--- config.mk ---
export PLATFORM = sky130hd
export DESIGN_NAME = rectified_moving_average_flat
export DESIGN_NICKNAME = d
export VERILOG_FILES = /design/src/rtl/rma_pkg.sv /design/src/rtl/rma_if.sv /design/src/rtl/rma_ctl.sv /design/src/rtl/rma_acc.sv /design/src/rtl/rma_mean.sv /design/src/rtl/rectified_moving_average.sv /design/src/flat_wrapper.sv
export SDC_FILE = /design/constraint.sdc
export NUM_CORES = 1
export LEC_CHECK = 0
export ABC_CLOCK_PERIOD_IN_PS = 6350
export BUFFER_PORTS_ARGS = -buffer_cell sky130_fd_sc_hd__buf_2
export CAP_MARGIN = 20
export CORE_MARGIN = 1
export CORE_UTILIZATION = 60
export CTS_CLUSTER_DIAMETER = 40
export DETAILED_ROUTE_END_ITERATION = 6
export HOLD_SLACK_MARGIN = 0.03
export PLACE_DENSITY_LB_ADDON = 0.05
export SLEW_MARGIN = 20
export SYNTH_ARGS = -nofsm -noshare
export SYNTH_HDL_FRONTEND = slang
export SYNTH_SLANG_ARGS = --single-unit
--- constraint.sdc ---
create_clock -name clock -period 6.35 [get_ports clock]
set_clock_uncertainty 0.1 [all_clocks]
set_input_delay 0 -clock clock [delete_from_list [all_inputs] [get_ports clock]]
set_output_delay 0 -clock clock [all_outputs]
set_load 0.05 [all_outputs]
--- src/rtl/rma_pkg.sv ---
// Shared types, sizes and constants of the rectified moving average block.
package rma_pkg;

   localparam int unsigned WINDOW   = 10;
   localparam int unsigned CHANNELS = 8;

   localparam int unsigned CHAN_W   = 3;
   localparam int unsigned SAMPLE_W = 8;
   localparam int unsigned SUM_OUT_W = 11;
   localparam int unsigned MEAN_W   = 16;
   localparam int unsigned SUM_OUT_MAX = 2047;

   localparam int unsigned CH_IDX_W = (CHANNELS > 1) ? $clog2(CHANNELS) : 1;
   localparam int unsigned SLOT_W   = (WINDOW > 1) ? $clog2(WINDOW) : 1;
   localparam int unsigned CNT_W    = $clog2(WINDOW + 1);
   localparam int unsigned RING_DEPTH = CHANNELS * WINDOW;
   localparam int unsigned ADDR_W   = (RING_DEPTH > 1) ? $clog2(RING_DEPTH) : 1;

   localparam int unsigned SUM_W    = $clog2(WINDOW * 128 + 1);
   localparam int unsigned LOG_W    = $clog2(WINDOW);
   localparam int unsigned MUL_SHIFT = SUM_W + LOG_W;
   localparam int unsigned RECIP_W  = SUM_W + 9;
   localparam longint unsigned RECIP =
      ((64'd1 << (MUL_SHIFT + 8)) + WINDOW - 1) / WINDOW;
   localparam int unsigned PROD_W   = SUM_W + RECIP_W;

   typedef logic [CHAN_W-1:0]          chan_type;
   typedef logic signed [SAMPLE_W-1:0] sample_type;
   typedef logic [SAMPLE_W-1:0]        mag_type;
   typedef logic [SUM_W-1:0]           sum_type;
   typedef logic [SUM_OUT_W-1:0]       sum_out_type;
   typedef logic [MEAN_W-1:0]          mean_type;

   // Word leaving the channel state stage.
   typedef struct packed {
      chan_type ch;
      logic     in_range;
      logic     first;
      logic     use_fill;
      mag_type  mag;
      mag_type  fill;
      mag_type  oldest_ring;
   } ctl_word_type;

   // Word leaving the accumulate stage.
   typedef struct packed {
      chan_type ch;
      sum_type  sum;
   } acc_word_type;

endpackage

--- src/rtl/rma_if.sv ---
// Stream interfaces for the sample input and the result output.
interface rma_req_if;
   logic                 valid;
   logic                 ready;
   rma_pkg::chan_type    channel;
   rma_pkg::sample_type  sample;

   modport source (output valid, output channel, output sample, input ready);
   modport sink (input valid, input channel, input sample, output ready);
endinterface

interface rma_rsp_if;
   logic                  valid;
   logic                  ready;
   rma_pkg::chan_type     channel_out;
   rma_pkg::sum_out_type  window_sum;
   rma_pkg::mean_type     mean_q8;

   modport source (output valid, output channel_out, output window_sum,
                   output mean_q8, input ready);
   modport sink (input valid, input channel_out, input window_sum,
                 input mean_q8, output ready);
endinterface

--- src/rtl/rma_ctl.sv ---
// Per-channel window bookkeeping and the sample history memory.
module rma_ctl (
   input  logic                  clock,
   input  logic                  reset,
   input  logic                  req_valid,
   input  rma_pkg::chan_type     req_channel,
   input  rma_pkg::sample_type   req_sample,
   output logic                  req_ready,
   output logic                  ctl_valid,
   output rma_pkg::ctl_word_type ctl_word,
   input  logic                  ctl_ready
);
   import rma_pkg::*;

   logic                primed_ff [CHANNELS];
   logic [SLOT_W-1:0]   slot_ff   [CHANNELS];
   logic [CNT_W-1:0]    count_ff  [CHANNELS];
   mag_type             fill_ff   [CHANNELS];
   mag_type             ring      [RING_DEPTH];

   logic                valid_ff;
   chan_type            ch_ff;
   logic                in_range_ff;
   logic                first_ff;
   logic                use_fill_ff;
   mag_type             mag_ff;
   mag_type             fill_out_ff;
   mag_type             ring_rd_ff;

   logic                accept;
   logic                in_range;
   logic [CH_IDX_W-1:0] idx;
   mag_type             mag;
   logic                primed;
   logic [SLOT_W-1:0]   slot;
   logic [CNT_W-1:0]    count;
   logic                filling;
   logic [SLOT_W-1:0]   slot_in;
   logic [CNT_W-1:0]    count_in;
   logic [ADDR_W-1:0]   addr;
   logic                ring_wr;

   assign req_ready = !valid_ff || ctl_ready;
   assign accept    = req_valid && req_ready;
   assign in_range  = 32'(req_channel) < CHANNELS;
   assign idx       = req_channel[CH_IDX_W-1:0];
   assign mag       = req_sample[SAMPLE_W-1] ? SAMPLE_W'(~req_sample + 1'b1)
                                             : SAMPLE_W'(req_sample);
   assign primed    = primed_ff[idx];
   assign slot      = slot_ff[idx];
   assign count     = count_ff[idx];
   assign filling   = 32'(count) < WINDOW;
   assign slot_in   = (32'(slot) == WINDOW - 1) ? '0 : slot + 1'b1;
   assign count_in  = filling ? count + 1'b1 : count;
   assign addr      = ADDR_W'(idx) * ADDR_W'(WINDOW) + ADDR_W'(slot);
   assign ring_wr   = accept && in_range && primed;

   always_ff @(posedge clock) begin
      if (reset) begin
         valid_ff <= 1'b0;
         for (int i = 0; i < CHANNELS; i++) begin
            primed_ff[i] <= 1'b0;
            slot_ff[i]   <= '0;
            count_ff[i]  <= '0;
            fill_ff[i]   <= '0;
         end
      end else begin
         if (req_ready) begin
            valid_ff <= req_valid;
         end
         if (accept && in_range) begin
            if (!primed) begin
               primed_ff[idx] <= 1'b1;
               fill_ff[idx]   <= mag;
               slot_ff[idx]   <= '0;
               count_ff[idx]  <= '0;
            end else begin
               slot_ff[idx]  <= slot_in;
               count_ff[idx] <= count_in;
            end
         end
      end
   end

   always_ff @(posedge clock) begin
      if (accept) begin
         ch_ff       <= req_channel;
         in_range_ff <= in_range;
         first_ff    <= !primed;
         use_fill_ff <= filling;
         mag_ff      <= mag;
         fill_out_ff <= fill_ff[idx];
      end
   end

   // The read returns the entry as it was before this cycle's write.
   always_ff @(posedge clock) begin
      if (accept) begin
         ring_rd_ff <= ring[addr];
      end
      if (ring_wr) begin
         ring[addr] <= mag;
      end
   end

   assign ctl_valid = valid_ff;
   always_comb begin
      ctl_word.ch          = ch_ff;
      ctl_word.in_range    = in_range_ff;
      ctl_word.first       = first_ff;
      ctl_word.use_fill    = use_fill_ff;
      ctl_word.mag         = mag_ff;
      ctl_word.fill        = fill_out_ff;
      ctl_word.oldest_ring = ring_rd_ff;
   end

endmodule

--- src/rtl/rma_acc.sv ---
// Running window sum per channel, updated once per word.
module rma_acc (
   input  logic                  clock,
   input  logic                  reset,
   input  logic                  ctl_valid,
   input  rma_pkg::ctl_word_type ctl_word,
   output logic                  ctl_ready,
   output logic                  acc_valid,
   output rma_pkg::acc_word_type acc_word,
   input  logic                  acc_ready
);
   import rma_pkg::*;

   sum_type             sum_ff [CHANNELS];
   logic                valid_ff;
   acc_word_type        word_ff;

   logic                advance;
   logic [CH_IDX_W-1:0] idx;
   mag_type             oldest;
   logic [SUM_W:0]      grown;
   sum_type             sum_in;

   assign ctl_ready = !valid_ff || acc_ready;
   assign advance   = ctl_valid && ctl_ready;
   assign idx       = ctl_word.ch[CH_IDX_W-1:0];
   assign oldest    = ctl_word.use_fill ? ctl_word.fill : ctl_word.oldest_ring;
   assign grown     = {1'b0, sum_ff[idx]} + (SUM_W + 1)'(ctl_word.mag)
                      - (SUM_W + 1)'(oldest);

   always_comb begin
      if (ctl_word.first) begin
         sum_in = SUM_W'(ctl_word.mag) * SUM_W'(WINDOW);
      end else begin
         sum_in = grown[SUM_W-1:0];
      end
   end

   always_ff @(posedge clock) begin
      if (reset) begin
         valid_ff <= 1'b0;
         for (int i = 0; i < CHANNELS; i++) begin
            sum_ff[i] <= '0;
         end
      end else begin
         if (ctl_ready) begin
            valid_ff <= ctl_valid;
         end
         if (advance && ctl_word.in_range) begin
            sum_ff[idx] <= sum_in;
         end
      end
   end

   always_ff @(posedge clock) begin
      if (advance) begin
         word_ff.ch  <= ctl_word.ch;
         word_ff.sum <= ctl_word.in_range ? sum_in : '0;
      end
   end

   assign acc_valid = valid_ff;
   assign acc_word  = word_ff;

endmodule

--- src/rtl/rma_mean.sv ---
// Mean by reciprocal multiplication and the result register.
module rma_mean (
   input  logic                  clock,
   input  logic                  reset,
   input  logic                  acc_valid,
   input  rma_pkg::acc_word_type acc_word,
   output logic                  acc_ready,
   output logic                  rsp_valid,
   output rma_pkg::chan_type     rsp_channel_out,
   output rma_pkg::sum_out_type  rsp_window_sum,
   output rma_pkg::mean_type     rsp_mean_q8,
   input  logic                  rsp_ready
);
   import rma_pkg::*;

   logic              valid_ff;
   chan_type          ch_ff;
   sum_out_type       sum_ff;
   logic [PROD_W-1:0] prod_ff;

   logic              advance;
   logic [31:0]       sum_wide;
   sum_out_type       sum_sat;
   logic [PROD_W-1:0] prod_in;

   assign acc_ready = !valid_ff || rsp_ready;
   assign advance   = acc_valid && acc_ready;
   assign sum_wide  = 32'(acc_word.sum);
   assign sum_sat   = (sum_wide > SUM_OUT_MAX) ? SUM_OUT_W'(SUM_OUT_MAX)
                                               : sum_wide[SUM_OUT_W-1:0];
   // The reciprocal is rounded up far enough that the truncated quotient is exact.
   assign prod_in   = PROD_W'(acc_word.sum) * PROD_W'(RECIP_W'(RECIP));

   always_ff @(posedge clock) begin
      if (reset) begin
         valid_ff <= 1'b0;
      end else if (acc_ready) begin
         valid_ff <= acc_valid;
      end
   end

   always_ff @(posedge clock) begin
      if (advance) begin
         ch_ff   <= acc_word.ch;
         sum_ff  <= sum_sat;
         prod_ff <= prod_in;
      end
   end

   assign rsp_valid       = valid_ff;
   assign rsp_channel_out = ch_ff;
   assign rsp_window_sum  = sum_ff;
   assign rsp_mean_q8     = prod_ff[MUL_SHIFT +: MEAN_W];

endmodule

--- src/rtl/rectified_moving_average.sv ---
// Top level of the per-channel rectified moving average.
// Each word carries a channel and a signed sample; the block rectifies the sample and returns
// one result word per input word with the channel, the sum of the last WINDOW rectified
// samples of that channel and the mean with 8 fractional bits, truncated. A channel's first
// sample fills its whole window. The pipeline has three register stages (channel state and
// history memory read, sum update, reciprocal multiply), and one word is taken every cycle
// unless the result side stalls, also back to back on the same channel. Stalls on the result
// side back up stage by stage, so empty stages keep taking input while a result waits.
module rectified_moving_average (
   input  logic clock,
   input  logic reset,
   rma_req_if.sink   req_if,
   rma_rsp_if.source rsp_if
);
   import rma_pkg::*;

   logic         ctl_valid;
   logic         ctl_ready;
   ctl_word_type ctl_word;
   logic         acc_valid;
   logic         acc_ready;
   acc_word_type acc_word;

   rma_ctl u_ctl (
      .clock       (clock),
      .reset       (reset),
      .req_valid   (req_if.valid),
      .req_channel (req_if.channel),
      .req_sample  (req_if.sample),
      .req_ready   (req_if.ready),
      .ctl_valid   (ctl_valid),
      .ctl_word    (ctl_word),
      .ctl_ready   (ctl_ready)
   );

   rma_acc u_acc (
      .clock     (clock),
      .reset     (reset),
      .ctl_valid (ctl_valid),
      .ctl_word  (ctl_word),
      .ctl_ready (ctl_ready),
      .acc_valid (acc_valid),
      .acc_word  (acc_word),
      .acc_ready (acc_ready)
   );

   rma_mean u_mean (
      .clock           (clock),
      .reset           (reset),
      .acc_valid       (acc_valid),
      .acc_word        (acc_word),
      .acc_ready       (acc_ready),
      .rsp_valid       (rsp_if.valid),
      .rsp_channel_out (rsp_if.channel_out),
      .rsp_window_sum  (rsp_if.window_sum),
      .rsp_mean_q8     (rsp_if.mean_q8),
      .rsp_ready       (rsp_if.ready)
   );

endmodule

--- src/flat_wrapper.sv ---
// flat-port wrapper written by rule: the top's interface ports become plain ports
module rectified_moving_average_flat import rma_pkg::*;
  (clock, reset, req_if_valid, req_if_channel, req_if_sample, req_if_ready, rsp_if_valid, rsp_if_channel_out, rsp_if_window_sum, rsp_if_mean_q8, rsp_if_ready);
  rma_req_if req_if_i ();
  rma_rsp_if rsp_if_i ();
  input  logic clock;
  input  logic reset;
  input wire logic [$bits(req_if_i.valid)-1:0] req_if_valid;
  input wire logic [$bits(req_if_i.channel)-1:0] req_if_channel;
  input wire logic [$bits(req_if_i.sample)-1:0] req_if_sample;
  output wire logic [$bits(req_if_i.ready)-1:0] req_if_ready;
  output wire logic [$bits(rsp_if_i.valid)-1:0] rsp_if_valid;
  output wire logic [$bits(rsp_if_i.channel_out)-1:0] rsp_if_channel_out;
  output wire logic [$bits(rsp_if_i.window_sum)-1:0] rsp_if_window_sum;
  output wire logic [$bits(rsp_if_i.mean_q8)-1:0] rsp_if_mean_q8;
  input wire logic [$bits(rsp_if_i.ready)-1:0] rsp_if_ready;
  assign req_if_i.valid = req_if_valid;
  assign req_if_i.channel = req_if_channel;
  assign req_if_i.sample = req_if_sample;
  assign req_if_ready = req_if_i.ready;
  assign rsp_if_valid = rsp_if_i.valid;
  assign rsp_if_channel_out = rsp_if_i.channel_out;
  assign rsp_if_window_sum = rsp_if_i.window_sum;
  assign rsp_if_mean_q8 = rsp_if_i.mean_q8;
  assign rsp_if_i.ready = rsp_if_ready;
  rectified_moving_average u_core (.clock(clock), .reset(reset), .req_if(req_if_i), .rsp_if(rsp_if_i));
endmodule
==> impl_metrics.ini <==
[status]
status = finished clean

[detailed_routing]
first_iter_violations = 2906
drcViolationCount = 0
vias_per_cell = 6.32
drt_wl_total_um = 103000
num_vias = 24721
wire_per_inst_um = 26.3
final_antenna_net_count = 0
dr.pass1.iters = 6

[timing]
fin_setup_tns_ns = 0
tightest_slew_ns = 1.10
final_max_slew_viol_count = 0
setup_viol = 0
setup_slack_ns = 0.436
hold_viol = 0
slew_headroom_pct = 26.5
min_period_ns = 5.91
rsz0062_at_grt = false
finalCritPeriodShare_pct = 93.1
fmax_ghz = 0.169

[floorplanning]
rows = 95
core_area_um2 = 67500
fp.dieH_um = 264
initial_core_util_pct = 61.0
dieArea_um2 = 69700
die_w_um = 264
pin_count = 47

[global_route]
use_met1_pct = 41.1
grt_first_pass_wirelength_um = 154000
grt.busiest_layer = met2
overflow = 0
grtUsageMet2_pct = 48.2
antenna_found_initial = 3
grt_use_total_pct = 30.0
grt_max_degree = 125
grt_pass1_vias = 24729
grt_use_met3_pct = 5.40

[clock_tree]
cts_setup_buffers = 0
cts_hold_buf = 19
cts_resized = 0
cts.sinks = 943
clkSlewWorstSetupHoldPaths_ns = 0.06
cts_buffers = 112
cts_tree = done
clk_latency_ns = 0.69
cts_root_buf = clkbuf_16
h-tree-depth = 3
clock_path_buffers = 3

[layout]
area_growth_pct = 13.7
drive_gt1_share_pct = 16.1
n_antenna_cell = 0
final_nets = 3113

[place]
dpl_worst_slack_ns = 0.415
dp_hpwl_um = 65500
globalplace.congestion = 0.903
io_buffers = 46

[setup_path]
worstPathArrival_ns = 6.22
reg2reg_slack_ns = 0.44
worstPathRequired_ns = 6.66
path_class = register to register
crit_path_start_kind = register
r2r-end = u_core.u_mean.prod_ff[25]
reg2reg_from = u_core.u_acc.acc_word[5]
endpoint = u_core.u_mean.prod_ff[25]
crit_start = u_core.u_acc.acc_word[5]
worst_setup_path_end_kind = register
cp_max_fo = 7
cpPeakStageDelay_ns = 0.59
path_cells = ha_1 > fa_1 > inv_1 > fa_1 > inv_1 > fa_1 > inv_1 > fa_1 > inv_1 > ha_1 > nand3b_1 > or4b_1 > a31oi_1 > a21o_1 > a21oi_1 > or3_1 > a221o_1 > a21oi_1 > xnor2_1
worst_path_max_delay_cell = fa_1
r2r_cells = 19

[pwr]
intPower_uw = 13300
p_sw_uw = 6560
p_clk_share_pct = 32.1
p_seq_share_pct = 37.5
combPwrFrac_pct = 30.4
vdd_drop_max_mv = 0.622
p_sw_share_pct = 33.1
p_leak_uw = 0.0169
power.density_nw_per_um2 = 424

[logic_synthesis]
ys_seq_elements = 943
post_synth_inst_count = 2790
synth.avg_cell_area_um2 = 14.8
synth_xor_area_share_pct = 0.872
synth_compound_area_share_pct = 6.55
ys_types = 78
synth-simple-area-share_pct = 7.69
synth_area_um2 = 41200
synthFlopType = edfxtp_1
ys_warn_count = 0
synth_nets = 2958
synth_edf_count = 929
ys_seq_area_share_pct = 68.4
synthAdderAreaFrac_pct = 5.60
synth_top_family_by_area = multiplexers
synthMuxAreaShare_pct = 7.94
async_flop_share_pct = 0

[min_path]
min_path_type = input pin to register

[flow_run]
drv_cap = 0
-- critical path, delay by kind of cell (launching register included) --
kind | cells | cell delay, ns
and+or+nand+nor | 3 | 1.00
buffers and inverters | 4 | 0.23
DFF | 1 | 0.48
adders and majority gates | 6 | 2.79
xor gates and xnor gates | 1 | 0.08
AOI/OAI and AO/OA | 5 | 0.98
-- cells by family after synthesis --
| kind of cell | after synthesis |
|---|---|
| muxes | 206 |
| DFF | 943 |
| and+or+nand+nor | 740 |
| adders and majority gates | 156 |
| buffers and inverters | 292 |
| xor gates and xnor gates | 41 |
| AOI/OAI and AO/OA | 412 |
-- power groups by stage --
stage	clock (uW)	sequential [uW]	combinational (uW)
4_1_cts	6400	7440	6050
5_1_grt	6660	7450	6640
3_5_place_dp	0	7570	6000
2_1_floorplan	0	7670	4000
3_3_place_gp	0	7570	5930
6_report	6360	7440	6030
-- state kept, by name (all words and copies together) (netlist names), 11 cells and up, named ones only --
register                      cells
u_core.u_ctl.fill_ff             64
u_core.u_ctl.ring               640
u_core.u_mean.rsp_window_sum     11
u_core.u_ctl.slot_ff             32
u_core.u_ctl.count_ff            32
u_core.u_acc.sum_ff              88
u_core.u_acc.acc_word            14
u_core.u_mean.prod_ff            16
-- worst min path at each step --
stage | endpoint | depth (start not counted) | slack [ns] | start
after floorplan | u_core.u_ctl.ch_ff[0] | 0 | -0.001 | req_if_channel[0]
after global placement | u_core.u_ctl.ctl_valid | 3 | 0.15 | req_if_valid
after detailed placement | u_core.u_ctl.ctl_valid | 3 | 0.16 | req_if_valid
after CTS | u_core.u_acc.acc_valid | 5 | 0.15 | rsp_if_ready
after global routing | u_core.u_acc.acc_valid | 5 | 0.22 | rsp_if_ready
final | u_core.u_acc.acc_valid | 5 | 0.18 | rsp_if_ready
-- cell type report --
class / count / area [um^2]
Timing Repair Buffer: 179 / 1330
Sequential cell: 943 / 28200
Clock inverter: 79 / 863
Multi-Input combinational cell: 1555 / 11900
Clock buffer: 131 / 2920
Fill cell: 4607 / 20700
Inverter: 154 / 578
Tap cell: 873 / 1090
-- metal layers --
| metal | vias up | wire, um |
|---|---|---|
| li1 | 10874 | - |
| met1 | 12420 | 40700 |
| met2 | 1190 | 49700 |
| met3 | 231 | 8540 |
| met4 | 6 | 3950 |
| met5 | - | 39 |
-- cells in the final DEF (no fill, tap or decap), types with 14 or more instances in the layout --
cell type / Yosys / routed
mux2i_1: 85 / 84
buf_2: 35 / 46
mux2_2: 28 / 28
clkinv_1: 1 / 14
a22oi_1: 62 / 62
fa_1: 48 / 47
dlygate4sd3_1: 0 / 19
a211oi_1: 14 / 14
clkbuf_1: 87 / 17
a21oi_1: 114 / 114
inv_1: 152 / 144
edfxtp_1: 929 / 929
nand2b_1: 32 / 32
buf_4: 1 / 110
o21ai_0: 56 / 56
dfxtp_1: 14 / 14
o22ai_1: 24 / 24
nor3_1: 19 / 19
nand2_1: 220 / 220
nand4_1: 16 / 16
ha_1: 105 / 104
nand3_1: 41 / 41
a221oi_1: 26 / 26
clkbuf_16: 0 / 114
nor2_1: 348 / 346
xnor2_1: 27 / 26
mux4_2: 88 / 88
a31oi_1: 30 / 30
clkinvlp_4: 0 / 15
-- cells in the mapped netlist (all sizes together) (3+ instances only) --
| library cell | n | share of area, % |
|---|---|---|
| mux2 | 29 | 0.80 |
| a222oi | 7 | 0.17 |
| or4 | 3 | 0.055 |
| a22oi | 62 | 1.1 |
| a221oi | 26 | 0.55 |
| nor2b | 10 | 0.15 |
| o22ai | 24 | 0.36 |
| a31oi | 30 | 0.46 |
| o41ai | 3 | 0.064 |
| a311oi | 6 | 0.13 |
| inv | 153 | 1.4 |
| o21a | 3 | 0.055 |
| nor2 | 348 | 3.2 |
| o211ai | 9 | 0.16 |
| o31ai | 6 | 0.12 |
| ha | 105 | 3.2 |
| nand2 | 220 | 2.0 |
| and2 | 4 | 0.061 |
| edfxtp | 929 | 68 |
| a211oi | 14 | 0.26 |
| mux4 | 92 | 5.1 |
| a21oi | 114 | 1.4 |
| nand2b | 32 | 0.49 |
| maj3 | 3 | 0.073 |
| a32oi | 3 | 0.064 |
| or3 | 4 | 0.061 |
| a21boi | 4 | 0.073 |
| and3 | 10 | 0.15 |
| buf | 51 | 0.70 |
| clkbuf | 87 | 0.79 |
| fa | 48 | 2.3 |
| mux2i | 85 | 2.1 |
| nor4 | 11 | 0.17 |
| nand3 | 41 | 0.50 |
| or2 | 10 | 0.15 |
| nand4 | 16 | 0.24 |
| o21ai | 63 | 0.77 |
| xor2 | 14 | 0.30 |
| a21o | 10 | 0.18 |
| xnor2 | 27 | 0.57 |
| nor3 | 20 | 0.26 |
| o221ai | 8 | 0.17 |
| dfxtp | 14 | 0.68 |
-- per-stage QoR --
step                      hold slack [ns]  power [uW]  cell area [um^2]  instances  util, %
after floorplan                  -0.00113       11700             41200       2790        -
after global placement              0.154       13500             42800       3685     63.5
after detailed placement            0.162       13600             42800       3685     63.5
after CTS                           0.146       19900             46800       3914     69.3
after global routing                0.216       20700             46800       3914     69.3
final                               0.181       19800             46800       3914     69.3
No activity file was read; power rests on OpenSTA's default activity.
